===== src/hdl/bucketed_stack_map_core_assert.svh =====
// Assertion macros shared by the bucketed stack map RTL.
// Each one is empty when SYNTHESIS is defined.
`ifndef BUCKETED_STACK_MAP_CORE_ASSERT_SVH
`define BUCKETED_STACK_MAP_CORE_ASSERT_SVH

`ifndef SYNTHESIS
`define BSM_ASSERT_IMP(lbl, clk, rst_n, ante, cons) \
    lbl: assert property (@(posedge clk) disable iff (!rst_n) (ante) |-> (cons)) \
        else $error("bsm: same-cycle check failed");
`define BSM_ASSERT_NXT(lbl, clk, rst_n, ante, cons) \
    lbl: assert property (@(posedge clk) disable iff (!rst_n) (ante) |=> (cons)) \
        else $error("bsm: next-cycle check failed");
`else
`define BSM_ASSERT_IMP(lbl, clk, rst_n, ante, cons)
`define BSM_ASSERT_NXT(lbl, clk, rst_n, ante, cons)
`endif

`endif


===== src/hdl/bsm_pkg.sv =====
`timescale 1ns / 1ps
`default_nettype none

package bsm_pkg;

    localparam int BUCKETS    = 16;
    localparam int POOL_NODES = 64;
    localparam int VALUE_BITS = 32;

    localparam int CMD_W   = 2;
    localparam int KEY_W   = 8;
    localparam int DATA_W  = 32;
    localparam int STAT_W  = 2;
    localparam int IN_W    = ((KEY_W + DATA_W + 7) / 8) * 8;

    localparam int BKT_W   = (BUCKETS > 1) ? $clog2(BUCKETS) : 1;
    localparam int NODE_W  = (POOL_NODES > 1) ? $clog2(POOL_NODES) : 1;
    localparam int CNT_W   = $clog2(POOL_NODES + 1);
    localparam int STORE_W = (VALUE_BITS < DATA_W) ? VALUE_BITS : DATA_W;

    localparam logic [DATA_W-1:0] MINUS_ONE = DATA_W'({STORE_W{1'b1}});

    typedef enum logic [CMD_W-1:0] {
        CMD_PUT    = 2'd0,
        CMD_GET    = 2'd1,
        CMD_REMOVE = 2'd2,
        CMD_SPARE  = 2'd3
    } t_cmd;

    typedef enum logic [STAT_W-1:0] {
        ST_OK      = 2'd0,
        ST_BAD_KEY = 2'd1,
        ST_EMPTY   = 2'd2,
        ST_FULL    = 2'd3
    } t_status;

    // controller -> datapath
    typedef struct packed {
        logic load;
        logic rd_en;
        logic commit;
    } t_ctl;

    // datapath -> controller
    typedef struct packed {
        logic out_free;
    } t_sts;

endpackage

`default_nettype wire


===== src/hdl/bsm_ram.sv =====
`timescale 1ns / 1ps
`default_nettype none

module bsm_ram #(
    parameter int WIDTH = 8,
    parameter int DEPTH = 16
) (
    input  wire logic                             i_clk,
    input  wire logic                             i_we,
    input  wire logic [$clog2(DEPTH)-1:0]         i_waddr,
    input  wire logic [WIDTH-1:0]                 i_wdata,
    input  wire logic                             i_re,
    input  wire logic [$clog2(DEPTH)-1:0]         i_raddr,
    output logic      [WIDTH-1:0]                 o_rdata
);

    logic [WIDTH-1:0] r_mem [DEPTH];

    always_ff @(posedge i_clk) begin
        if (i_we) begin
            r_mem[i_waddr] <= i_wdata;
        end
        if (i_re) begin
            o_rdata <= r_mem[i_raddr];
        end
    end

endmodule

`default_nettype wire


===== src/hdl/bsm_ctrl.sv =====
`timescale 1ns / 1ps
`default_nettype none

module bsm_ctrl (
    input  wire logic          i_clk,
    input  wire logic          i_rst_n,
    input  wire logic          i_s_tvalid,
    output logic               o_s_tready,
    input  wire bsm_pkg::t_sts i_sts,
    output bsm_pkg::t_ctl      o_ctl
);

    import bsm_pkg::*;

    typedef enum logic [2:0] {
        S_IDLE   = 3'b001,
        S_LOOKUP = 3'b010,
        S_FINISH = 3'b100
    } t_state;

    t_state r_state, n_state;
    logic   commit;
    logic   load;

    assign commit     = (r_state == S_FINISH) && i_sts.out_free;
    // a new beat may enter in the same cycle the previous one commits
    assign o_s_tready = (r_state == S_IDLE) || commit;
    assign load       = o_s_tready && i_s_tvalid;

    assign o_ctl.load   = load;
    assign o_ctl.rd_en  = (r_state == S_LOOKUP);
    assign o_ctl.commit = commit;

    always_comb begin
        n_state = r_state;
        unique case (r_state)
            S_IDLE: begin
                if (load) begin
                    n_state = S_LOOKUP;
                end
            end
            S_LOOKUP: begin
                n_state = S_FINISH;
            end
            S_FINISH: begin
                if (commit) begin
                    n_state = load ? S_LOOKUP : S_IDLE;
                end
            end
            default: begin
                n_state = S_IDLE;
            end
        endcase
    end

    always_ff @(posedge i_clk) begin
        if (!i_rst_n) begin
            r_state <= S_IDLE;
        end else begin
            r_state <= n_state;
        end
    end

endmodule

`default_nettype wire


===== src/hdl/bsm_dpath.sv =====
`timescale 1ns / 1ps
`default_nettype none

module bsm_dpath (
    input  wire logic                          i_clk,
    input  wire logic                          i_rst_n,
    input  wire bsm_pkg::t_ctl                 i_ctl,
    output bsm_pkg::t_sts                      o_sts,
    input  wire logic [bsm_pkg::IN_W-1:0]      i_s_tdata,
    input  wire logic [bsm_pkg::CMD_W-1:0]     i_s_tuser,
    output logic                               o_m_tvalid,
    input  wire logic                          i_m_tready,
    output logic      [bsm_pkg::DATA_W-1:0]    o_m_tdata,
    output logic      [bsm_pkg::STAT_W-1:0]    o_m_tuser
);

    import bsm_pkg::*;

    // captured beat
    t_cmd               r_cmd;
    logic [KEY_W-1:0]   r_key;
    logic [STORE_W-1:0] r_value;

    // bucket heads in flops, each with a valid bit
    logic [NODE_W-1:0]  r_head     [BUCKETS];
    logic [BUCKETS-1:0] r_head_vld;

    logic [NODE_W-1:0]  r_free_head;
    logic               r_free_vld;
    logic [CNT_W-1:0]   r_fresh;

    logic               r_out_vld;
    logic [DATA_W-1:0]  r_out_data;
    t_status            r_out_stat;

    logic [BKT_W-1:0]   bkt;
    logic               bad_key;
    logic               hv;
    logic [NODE_W-1:0]  hn;

    logic [NODE_W-1:0]  rd_addr;
    logic [STORE_W-1:0] val_rdata;
    logic [NODE_W:0]    link_rdata;

    logic               we_node;
    logic               we_link;
    logic [NODE_W-1:0]  waddr;
    logic [NODE_W:0]    link_wdata;
    logic               head_we;
    logic [NODE_W-1:0]  head_new;
    logic               head_new_vld;
    logic               free_we;
    logic [NODE_W-1:0]  free_new;
    logic               free_new_vld;
    logic               fresh_inc;
    logic [STORE_W-1:0] res_data;
    t_status            res_stat;

    assign bkt     = r_key[BKT_W-1:0];
    assign bad_key = {1'b0, r_key} >= (KEY_W + 1)'(BUCKETS);
    assign hv      = r_head_vld[bkt];
    assign hn      = r_head[bkt];

    // a put reads the next free link, get/remove read the head node
    assign rd_addr = (r_cmd == CMD_PUT) ? r_free_head : hn;

    assign o_sts.out_free = !r_out_vld || i_m_tready;

    always_comb begin
        we_node      = 1'b0;
        we_link      = 1'b0;
        waddr        = hn;
        link_wdata   = {hv, hn};
        head_we      = 1'b0;
        head_new     = hn;
        head_new_vld = hv;
        free_we      = 1'b0;
        free_new     = r_free_head;
        free_new_vld = r_free_vld;
        fresh_inc    = 1'b0;
        res_data     = {STORE_W{1'b1}};
        res_stat     = ST_OK;
        if (bad_key) begin
            res_stat = ST_BAD_KEY;
        end else begin
            unique case (r_cmd)
                CMD_PUT: begin
                    if (r_free_vld) begin
                        waddr        = r_free_head;
                        free_we      = 1'b1;
                        free_new     = link_rdata[NODE_W-1:0];
                        free_new_vld = link_rdata[NODE_W];
                    end else if (r_fresh < CNT_W'(POOL_NODES)) begin
                        waddr     = r_fresh[NODE_W-1:0];
                        fresh_inc = 1'b1;
                    end else begin
                        res_stat = ST_FULL;
                    end
                    if (res_stat == ST_OK) begin
                        we_node      = 1'b1;
                        we_link      = 1'b1;
                        link_wdata   = {hv, hn};
                        head_we      = 1'b1;
                        head_new     = waddr;
                        head_new_vld = 1'b1;
                        res_data     = '0;
                    end
                end
                CMD_REMOVE: begin
                    if (!hv) begin
                        res_stat = ST_EMPTY;
                    end else begin
                        res_data     = val_rdata;
                        head_we      = 1'b1;
                        head_new     = link_rdata[NODE_W-1:0];
                        head_new_vld = link_rdata[NODE_W];
                        // popped node goes on top of the free list
                        we_link      = 1'b1;
                        waddr        = hn;
                        link_wdata   = {r_free_vld, r_free_head};
                        free_we      = 1'b1;
                        free_new     = hn;
                        free_new_vld = 1'b1;
                    end
                end
                CMD_GET, CMD_SPARE: begin
                    if (!hv) begin
                        res_stat = ST_EMPTY;
                    end else begin
                        res_data = val_rdata;
                    end
                end
                default: begin
                    res_stat = ST_EMPTY;
                end
            endcase
        end
    end

    bsm_ram #(
        .WIDTH (STORE_W),
        .DEPTH (POOL_NODES)
    ) u_value_ram (
        .i_clk   (i_clk),
        .i_we    (i_ctl.commit && we_node),
        .i_waddr (waddr),
        .i_wdata (r_value),
        .i_re    (i_ctl.rd_en),
        .i_raddr (rd_addr),
        .o_rdata (val_rdata)
    );

    bsm_ram #(
        .WIDTH (NODE_W + 1),
        .DEPTH (POOL_NODES)
    ) u_link_ram (
        .i_clk   (i_clk),
        .i_we    (i_ctl.commit && we_link),
        .i_waddr (waddr),
        .i_wdata (link_wdata),
        .i_re    (i_ctl.rd_en),
        .i_raddr (rd_addr),
        .o_rdata (link_rdata)
    );

    always_ff @(posedge i_clk) begin
        if (i_ctl.load) begin
            r_cmd   <= t_cmd'(i_s_tuser);
            r_key   <= i_s_tdata[KEY_W-1:0];
            r_value <= i_s_tdata[KEY_W +: STORE_W];
        end
        if (i_ctl.commit && head_we) begin
            r_head[bkt] <= head_new;
        end
        if (i_ctl.commit) begin
            r_out_data <= DATA_W'(res_data);
            r_out_stat <= res_stat;
        end
        if (i_ctl.commit && free_we) begin
            r_free_head <= free_new;
        end
    end

    always_ff @(posedge i_clk) begin
        if (!i_rst_n) begin
            r_head_vld <= '0;
            r_free_vld <= 1'b0;
            r_fresh    <= '0;
            r_out_vld  <= 1'b0;
        end else begin
            if (i_ctl.commit && head_we) begin
                r_head_vld[bkt] <= head_new_vld;
            end
            if (i_ctl.commit && free_we) begin
                r_free_vld <= free_new_vld;
            end
            if (i_ctl.commit && fresh_inc) begin
                r_fresh <= r_fresh + 1'b1;
            end
            if (i_ctl.commit) begin
                r_out_vld <= 1'b1;
            end else if (i_m_tready) begin
                r_out_vld <= 1'b0;
            end
        end
    end

    assign o_m_tvalid = r_out_vld;
    assign o_m_tdata  = r_out_data;
    assign o_m_tuser  = r_out_stat;

endmodule

`default_nettype wire


===== src/hdl/bucketed_stack_map_core.sv =====
// Flow: an accepted beat is registered, S_LOOKUP issues the node memory read, and
// S_FINISH commits once the output register is free, which raises o_m_tvalid.
// A new beat may be accepted in the same cycle that the previous one commits.
// Reset: synchronous, active low; clears bucket valid bits, free list, fresh count and
// output valid. Node memories are not cleared, so there is no clearing pass.
`timescale 1ns / 1ps
`default_nettype none

`include "bucketed_stack_map_core_assert.svh"

module bucketed_stack_map_core (
    input  wire logic                          i_clk,
    input  wire logic                          i_rst_n,
    input  wire logic                          i_s_tvalid,
    output logic                               o_s_tready,
    // [7:0] key, [39:8] value
    input  wire logic [bsm_pkg::IN_W-1:0]      i_s_tdata,
    // [1:0] command
    input  wire logic [bsm_pkg::CMD_W-1:0]     i_s_tuser,
    output logic                               o_m_tvalid,
    input  wire logic                          i_m_tready,
    // [31:0] result_value
    output logic      [bsm_pkg::DATA_W-1:0]    o_m_tdata,
    // [1:0] status
    output logic      [bsm_pkg::STAT_W-1:0]    o_m_tuser
);

    import bsm_pkg::*;

    t_ctl ctl;
    t_sts sts;

    bsm_ctrl u_ctrl (
        .i_clk      (i_clk),
        .i_rst_n    (i_rst_n),
        .i_s_tvalid (i_s_tvalid),
        .o_s_tready (o_s_tready),
        .i_sts      (sts),
        .o_ctl      (ctl)
    );

    bsm_dpath u_dpath (
        .i_clk      (i_clk),
        .i_rst_n    (i_rst_n),
        .i_ctl      (ctl),
        .o_sts      (sts),
        .i_s_tdata  (i_s_tdata),
        .i_s_tuser  (i_s_tuser),
        .o_m_tvalid (o_m_tvalid),
        .i_m_tready (i_m_tready),
        .o_m_tdata  (o_m_tdata),
        .o_m_tuser  (o_m_tuser)
    );

    `BSM_ASSERT_NXT(a_lookup_after_accept, i_clk, i_rst_n, i_s_tvalid && o_s_tready, !o_s_tready)
    `BSM_ASSERT_IMP(a_commit_slot_free, i_clk, i_rst_n, ctl.commit, !o_m_tvalid || i_m_tready)
    `BSM_ASSERT_NXT(a_commit_shows, i_clk, i_rst_n, ctl.commit, o_m_tvalid)
    `BSM_ASSERT_IMP(a_fail_minus_one, i_clk, i_rst_n, o_m_tvalid && (o_m_tuser != ST_OK), o_m_tdata == MINUS_ONE)

endmodule

`default_nettype wire

===== config.mk =====
export PLATFORM = sky130hd
export DESIGN_NAME = bucketed_stack_map_core
export DESIGN_NICKNAME = d
export VERILOG_FILES = /design/src/hdl/bsm_pkg.sv /design/src/hdl/bsm_ram.sv /design/src/hdl/bsm_ctrl.sv /design/src/hdl/bsm_dpath.sv /design/src/hdl/bucketed_stack_map_core.sv
export VERILOG_INCLUDE_DIRS = /design/src /design/src/hdl
export SDC_FILE = /design/constraint.sdc
export NUM_CORES = 2
export LEC_CHECK = 0
export BUFFER_PORTS_ARGS = -buffer_cell sky130_fd_sc_hd__buf_2
export CORE_ASPECT_RATIO = 0.7
export CORE_MARGIN = 2
export CORE_UTILIZATION = 44
export CTS_BUF_LIST = sky130_fd_sc_hd__clkbuf_8
export DETAILED_ROUTE_END_ITERATION = 7
export HOLD_SLACK_MARGIN = 0.05
export PLACE_DENSITY = 0.58
export SYNTH_ARGS = -nofsm -noshare
export SYNTH_HDL_FRONTEND = slang
export SYNTH_SLANG_ARGS = --single-unit

===== constraint.sdc =====
create_clock -name i_clk -period 7.6 [get_ports i_clk]
set_input_delay 0.76 -clock i_clk [delete_from_list [all_inputs] [get_ports i_clk]]
set_output_delay 0.76 -clock i_clk [all_outputs]
set_load 0.02 [all_outputs]

==> Word level (Yosys, flattened, before mapping) <==
Memories as Yosys holds them, arrays and structs flattened. A register that Yosys moved wholly into a read port is not among the register bits.
Index checks and enable logic that the tools add are counted.
{ "word_totals": {"reg_bits": 110, "ramBits": 2592, "input_bits": 46, "output_inout_bits": 36, "wordCells": 108, "mem_count": 3} }
{ "op_classes": {"add_sub_neg": 1, "magnitude_cmp": 4, "n_eq_ne": 10, "n_mux": 60, "n_bitwise": 1, "n_reduce_logical": 18} }
{ "memory_table": {"columns": ["memory", "depth", "word_bits", "rd", "rd_ports_with_merged_regs", "write_ports", "line_no", "rtl"], "rows": [
  ["u_dpath.u_value_ram.r_mem", 64, 32, 1, 1, 1, "bsm_ram.sv:17", "logic [WIDTH-1:0] r_mem [DEPTH];"],
  ["u_dpath.u_link_ram.r_mem", 64, 7, 1, 1, 1, "bsm_ram.sv:17", null],
  ["u_dpath.r_head", 16, 6, 1, 1, 1, "bsm_dpath.sv:25", "logic [NODE_W-1:0] r_head [BUCKETS];"]
]} }
{ "ops": {"columns": ["operator", "n"], "rows": [
  ["32-bit 2-to-1 mux", 2],
  ["32-bit case mux with 2 select lines", 1],
  ["6-bit 2-to-1 mux", 10],
  ["1-bit 2-to-1 mux", 24],
  ["6-bit case mux with 2 select lines", 2],
  ["7-bit 2-to-1 mux", 3],
  ["16-bit bitwise mux", 1],
  ["2-bit 2-to-1 mux", 6],
  ["3-bit case mux with 3 select lines", 1],
  ["8-bit by 5-bit >= comparator with 1-bit output (second input constant)", 1],
  ["2-bit by 1-bit inequality test with 1-bit output (second input constant)", 4],
  ["1-bit case mux with 2 select lines", 4],
  ["7-bit by 1-bit adder with 7-bit output (second input constant)", 1],
  ["1-bit logical AND", 7],
  ["7-bit < comparator (second input constant)", 1],
  ["3-bit 2-to-1 mux", 2],
  ["4-bit by 5-bit < comparator with 1-bit output (second input constant)", 1],
  ["5-bit AND reduction", 1],
  ["1-bit binary-select mux with 4-bit select", 1],
  ["1-bit demux with 4-bit select", 1],
  ["2-bit == test (second input constant)", 2],
  ["4-bit by 1-bit >= comparator with 1-bit output (second input constant)", 1],
  ["2-bit logical NOT", 2],
  ["4-bit 2-to-1 mux", 1],
  ["12 further kinds", 14]
]} }

==> Longest topological paths before layout <==
{ "logic_depth": {"depth_word": 12, "mapped_depth": 14, "ltp_nobuf": 8} }

==> By module <==
A second synthesis with hierarchy kept.
{ "hier_totals": {"hier_cells": 4709, "area_unflattened_um2": 105228.4} }
{ "by_module_without_submodules": {"columns": ["mod", "instances", "cells_each", "area_each_um2", "seq_area_each_um2"], "rows": [
  ["bsm_ram at u_dpath.u_value_ram", 1, 3324, 78835.6, 62459.9],
  ["bsm_ram at u_dpath.u_link_ram", 1, 827, 17705.7, 13663.1],
  ["bsm_dpath", 1, 537, 8509.4, 5925.7],
  ["bsm_ctrl", 1, 21, 177.7, 60.1]
]} }

==> Worst setup path before layout <==
No wires, ideal clock.
{ "synth_path": {"kind": "input -> register", "startpoint": "in i_m_tready", "endpoint": "mem u_dpath.u_value_ram.r_mem[26][0] (netlist name) (enable)", "setup_ps": 421, "arrival_ps": 5700, "required_ps": 7179, "slack_ps": 1479, "path_stages": 6, "path_buffers": 0, "path_cell_list": "nor2b_1 -> nor3_1 -> nand2_1 -> nor2_1 -> nand2_1 -> nor2_1"} }
{ "synth_between": {"elab_chain_len": 5} }
{ "synth_rtl": {"columns": ["element", "line_no", "rtl"], "rows": [
  ["start: declaration", "bucketed_stack_map_core.sv:21", "input wire logic i_m_tready,"],
  ["1-bit logical OR", "bsm_dpath.sv:67", "assign o_sts.out_free = !r_out_vld || i_m_tready;"],
  ["1-bit logical AND", "bsm_ctrl.sv:25", "assign commit = (r_state == S_FINISH) && i_sts.out_free;"],
  ["via u_ctrl.commit", "bsm_ctrl.sv:22", "logic commit;"],
  ["1-bit logical AND", "bsm_dpath.sv:145", ".i_we (i_ctl.commit && we_node),"],
  ["1-bit 2-to-1 mux", "bsm_ram.sv:20", "if (i_we) begin"],
  ["1-bit 2-to-1 mux (not written as such)", "bsm_ram.sv:21", "r_mem[i_waddr] <= i_wdata;"],
  ["end: declaration", "bsm_ram.sv:17", null]
]} }
The timed path passes the listed nets, and every way through them passes these cells.

==> run_results.csv <==
group,metric,value,unit
critical_path,cp-end-kind,"register",
power_and_ir_drop,swShare,29.1,%
floorplan,die_height,419,um
sta,tightest_slew,1.52,ns
sta,hold_violations,0,
floorplan,die_w,597,um
clocking,root_buffer,"clkbuf_8",
flow_run,drv_cap,1,
clocking,numCtsBuffers,419,
sta,setup_viol,0,
grt,grt_max_degree,210,
routing,wire_per_inst,32.2,um
clocking,cts_num_sinks,2745,
clocking,h-tree-depth,5,
layout,drive_gt1_share,13.8,%
power_and_ir_drop,p_clk_share,33.6,%
layout,most-common-layout-cells,"2713 x edfxtp_1, 1076 x and3_1, 862 x a211oi_1, 420 x clkbuf_8, 344 x a2111oi_0",
sta,rsz0062_at_grt,"no",
status,violations,"max-capacitance violations, max-slew violations",
placed_design,post-dp-hpwl,186000,um
power_and_ir_drop,seqPwrFrac,50.5,%
placed_design,place_area,114000,sq um
layout,fin_util,49.6,%
routing,antenna_left,0,
floorplan,die_area,250000,sq um
layout,fin_area,121000,sq um
layout,areaGrowthSynthToFinish,12.1,%
sta,report.final.slew_viol_count,2,
sta,slew_headroom,-4.11,%
placed_design,post-place-ws,1.59,ns
sta,skew,0.0984,ns
power_and_ir_drop,irDropWorstVdd,0.000156,V
power_and_ir_drop,combPwrFrac,15.9,%
yosys,yosysWarnings,0,
grt,track_usage,26.4,%
grt,grt_pass1_wl,479000,um
sta,max_freq,161,MHz
sta,min_period_over_period,81.5,%
worst_hold_path,hold_path_class,"in -> reg",
critical_path,cp.arrival,7.04,ns
clocking,cts_buffer_depth,4,
grt,gr-total-overflow,0,
critical_path,cp-start-kind,"register",
critical_path,setup.worst_path.class,"reg -> reg",
routing,viasPerCell,6.45,
placed_design,port_buffers,81,
yosys,yosysSeqAreaShare,75.8,%
yosys,syn-instance-count,6698,
floorplan,pin_count,82,
yosys,synth_nets,6745,
layout,final_nets,6965,
yosys,synthArstFlopShare,0,%
power_and_ir_drop,p_per_area,276,nW/um^2
clocking,worstSkewPairLatency,1.05,ns
power_and_ir_drop,power_switching,9730,uW
clocking,clkTransAtPathRegs,0.06,ns
critical_path,cp_max_fo,171,
floorplan,rows,152,
routing,drt_iter0_markers,10400,
clocking,cts_setup_buffers,0,
routing,vias,67600,
routing,wl,338000,um
critical_path,required,8.45,ns
floorplan,core,245000,sq um
yosys,synth.distinct_cells,55,
power_and_ir_drop,intPower,23800,uW
sta,finalSetupTns,0,ns
placed_design,gp_congestion,0.838,
grt,grt_pass1_vias,64500,
yosys,ys_seq_elements,2745,
routing,first_pass_iters,5,
sta,setup_slack,1.41,ns
yosys,syn_area,108000,sq um
grt,antenna_found_initial,16,
sta,fin_crit,6.19,ns
routing,drc,0,
status,status,"finished, violations left",
layout,layout_commonest_cell,"edfxtp_1",
yosys,synth_top_flop_cell,"edfxtp_1",
floorplan,initial_core_util,44.2,%
power_and_ir_drop,leakage,0.0400,uW
yosys,syn_avg_cell_area,16.2,sq um
yosys,synth-edff-count,2713,
clocking,cts_tree,"built",
==> routing by layer <==
metal,wire length (um),GRT usage (%),share of wire (%)
met1,149000,41.1,44
met2,142000,36.6,42
met3,39500,6.77,12
met4,7740,6.61,2.3
met5,13,0,0.0038
==> registers in the layout, summed over array words and instances (netlist names), 2 cells and up, named ones only <==
signal and count:
u_dpath.u_value_ram.r_mem 2048, u_dpath.u_link_ram.r_mem 448, u_dpath.r_head 96, u_dpath.o_m_tdata 32, u_dpath.r_value 32, u_dpath.u_value_ram.o_rdata 32
u_dpath.r_head_vld 16, u_dpath.r_key 8, u_dpath.r_fresh 7, u_dpath.u_link_ram.o_rdata 7, u_dpath.r_free_head 6, u_ctrl.r_state 3
u_dpath.o_m_tuser 2, u_dpath.r_cmd 2
==> cell usage after synthesis, types with 5 or more instances <==
cell type	count	area (sq um)
a2111oi_0	366	3210
a211oi_1	862	6470
a21o_1	33	248
a21oi_1	30	150
a22oi_1	163	1220
and2_1	11	68.8
and3_1	1076	6730
buf_1	11	41.3
buf_2	69	345
clkbuf_1	527	1980
dfxtp_1	32	641
edfxtp_1	2713	81500
inv_1	8	30.0
mux2_2	22	248
mux2i_1	185	1850
mux4_2	29	653
nand2_1	72	270
nand2b_1	8	50.1
nand4_1	41	257
nor2_1	179	672
nor2b_1	9	56.3
nor3_1	9	45.0
nor3b_1	6	45.0
nor4_1	153	957
o21ai_0	17	85.1
o22ai_1	9	56.3
or3_1	5	31.3
==> kinds of logic after synthesis <==
kind of cell | count (synthesis) | share of synthesized area [%]
adders and majority gates | 1 | 0.0116
muxes | 236 | 2.54
DFF | 2745 | 75.8
and+or+nand+nor | 1583 | 8.57
xor gates and xnor gates | 5 | 0.0404
buffers and inverters | 619 | 2.24
AOI/OAI and AO/OA | 1509 | 10.8
==> area by class of cell <==
type,instances,area (sq um)
inverters,9,33.8
multi-input cells,3334,24500
diodes,6,15.0
clock buffers,420,5780
clock inverters,322,1570
repair buffers,409,3350
flip-flops and latches,2745,82100
fillers,20400,124000
well taps,3234,4050
==> final timing paths <==
path / startpoint / end / slack (ns) / cells past startpoint
min: i_rst_n / u_ctrl.r_state[0] / 0.20 / 2
min reg2reg: u_dpath.r_head_vld[2] / u_dpath.r_head_vld[2] / 0.45 / 2
max: register / u_dpath.u_value_ram.o_rdata[27] / 1.41 / 10
max reg2reg: register / u_dpath.u_value_ram.o_rdata[27] / 1.41 / 10
==> per-stage QoR <==
stage / total power [uW] / instances / hold slack [ns]
final: 33500 / 10500 / 0.198
after global routing: 34500 / 10500 / 0.218
after CTS: 33500 / 10500 / 0.140
after detailed placement: 22400 / 9685 / 0.445
after global placement: 22300 / 9680 / 0.439
after floorplan: 20100 / 6698 / 0.432
==> power groups by stage <==
stage               sequential [uW]  clock, uW  combinational [uW]
finish                        16900      11300                5310
global route                  16900      12000                5560
CTS                           16900      11400                5180
detailed placement            17200          0                5150
global placement              17200          0                5100
floorplan                     17300          0                2740
==> repair_timing <==
action	4_1_cts	5_1_grt
hold buffers	44	0
resized for setup	0	0
endpoints found under the hold margin	49	0
==> worst max-delay path, cell delays in order (launching register included) <==
cell and delay [ns]:
dfxtp_2 0.97, mux4_2 0.62, o2bb2ai_1 0.30, or3_4 0.51
buf_12 0.38, buf_12 0.46, and3_1 0.27, a211oi_1 0.06
a2111oi_0 1.29, a22oi_1 0.52, nand4_1 0.24
Note: power is estimated with default switching activity, not from simulation.
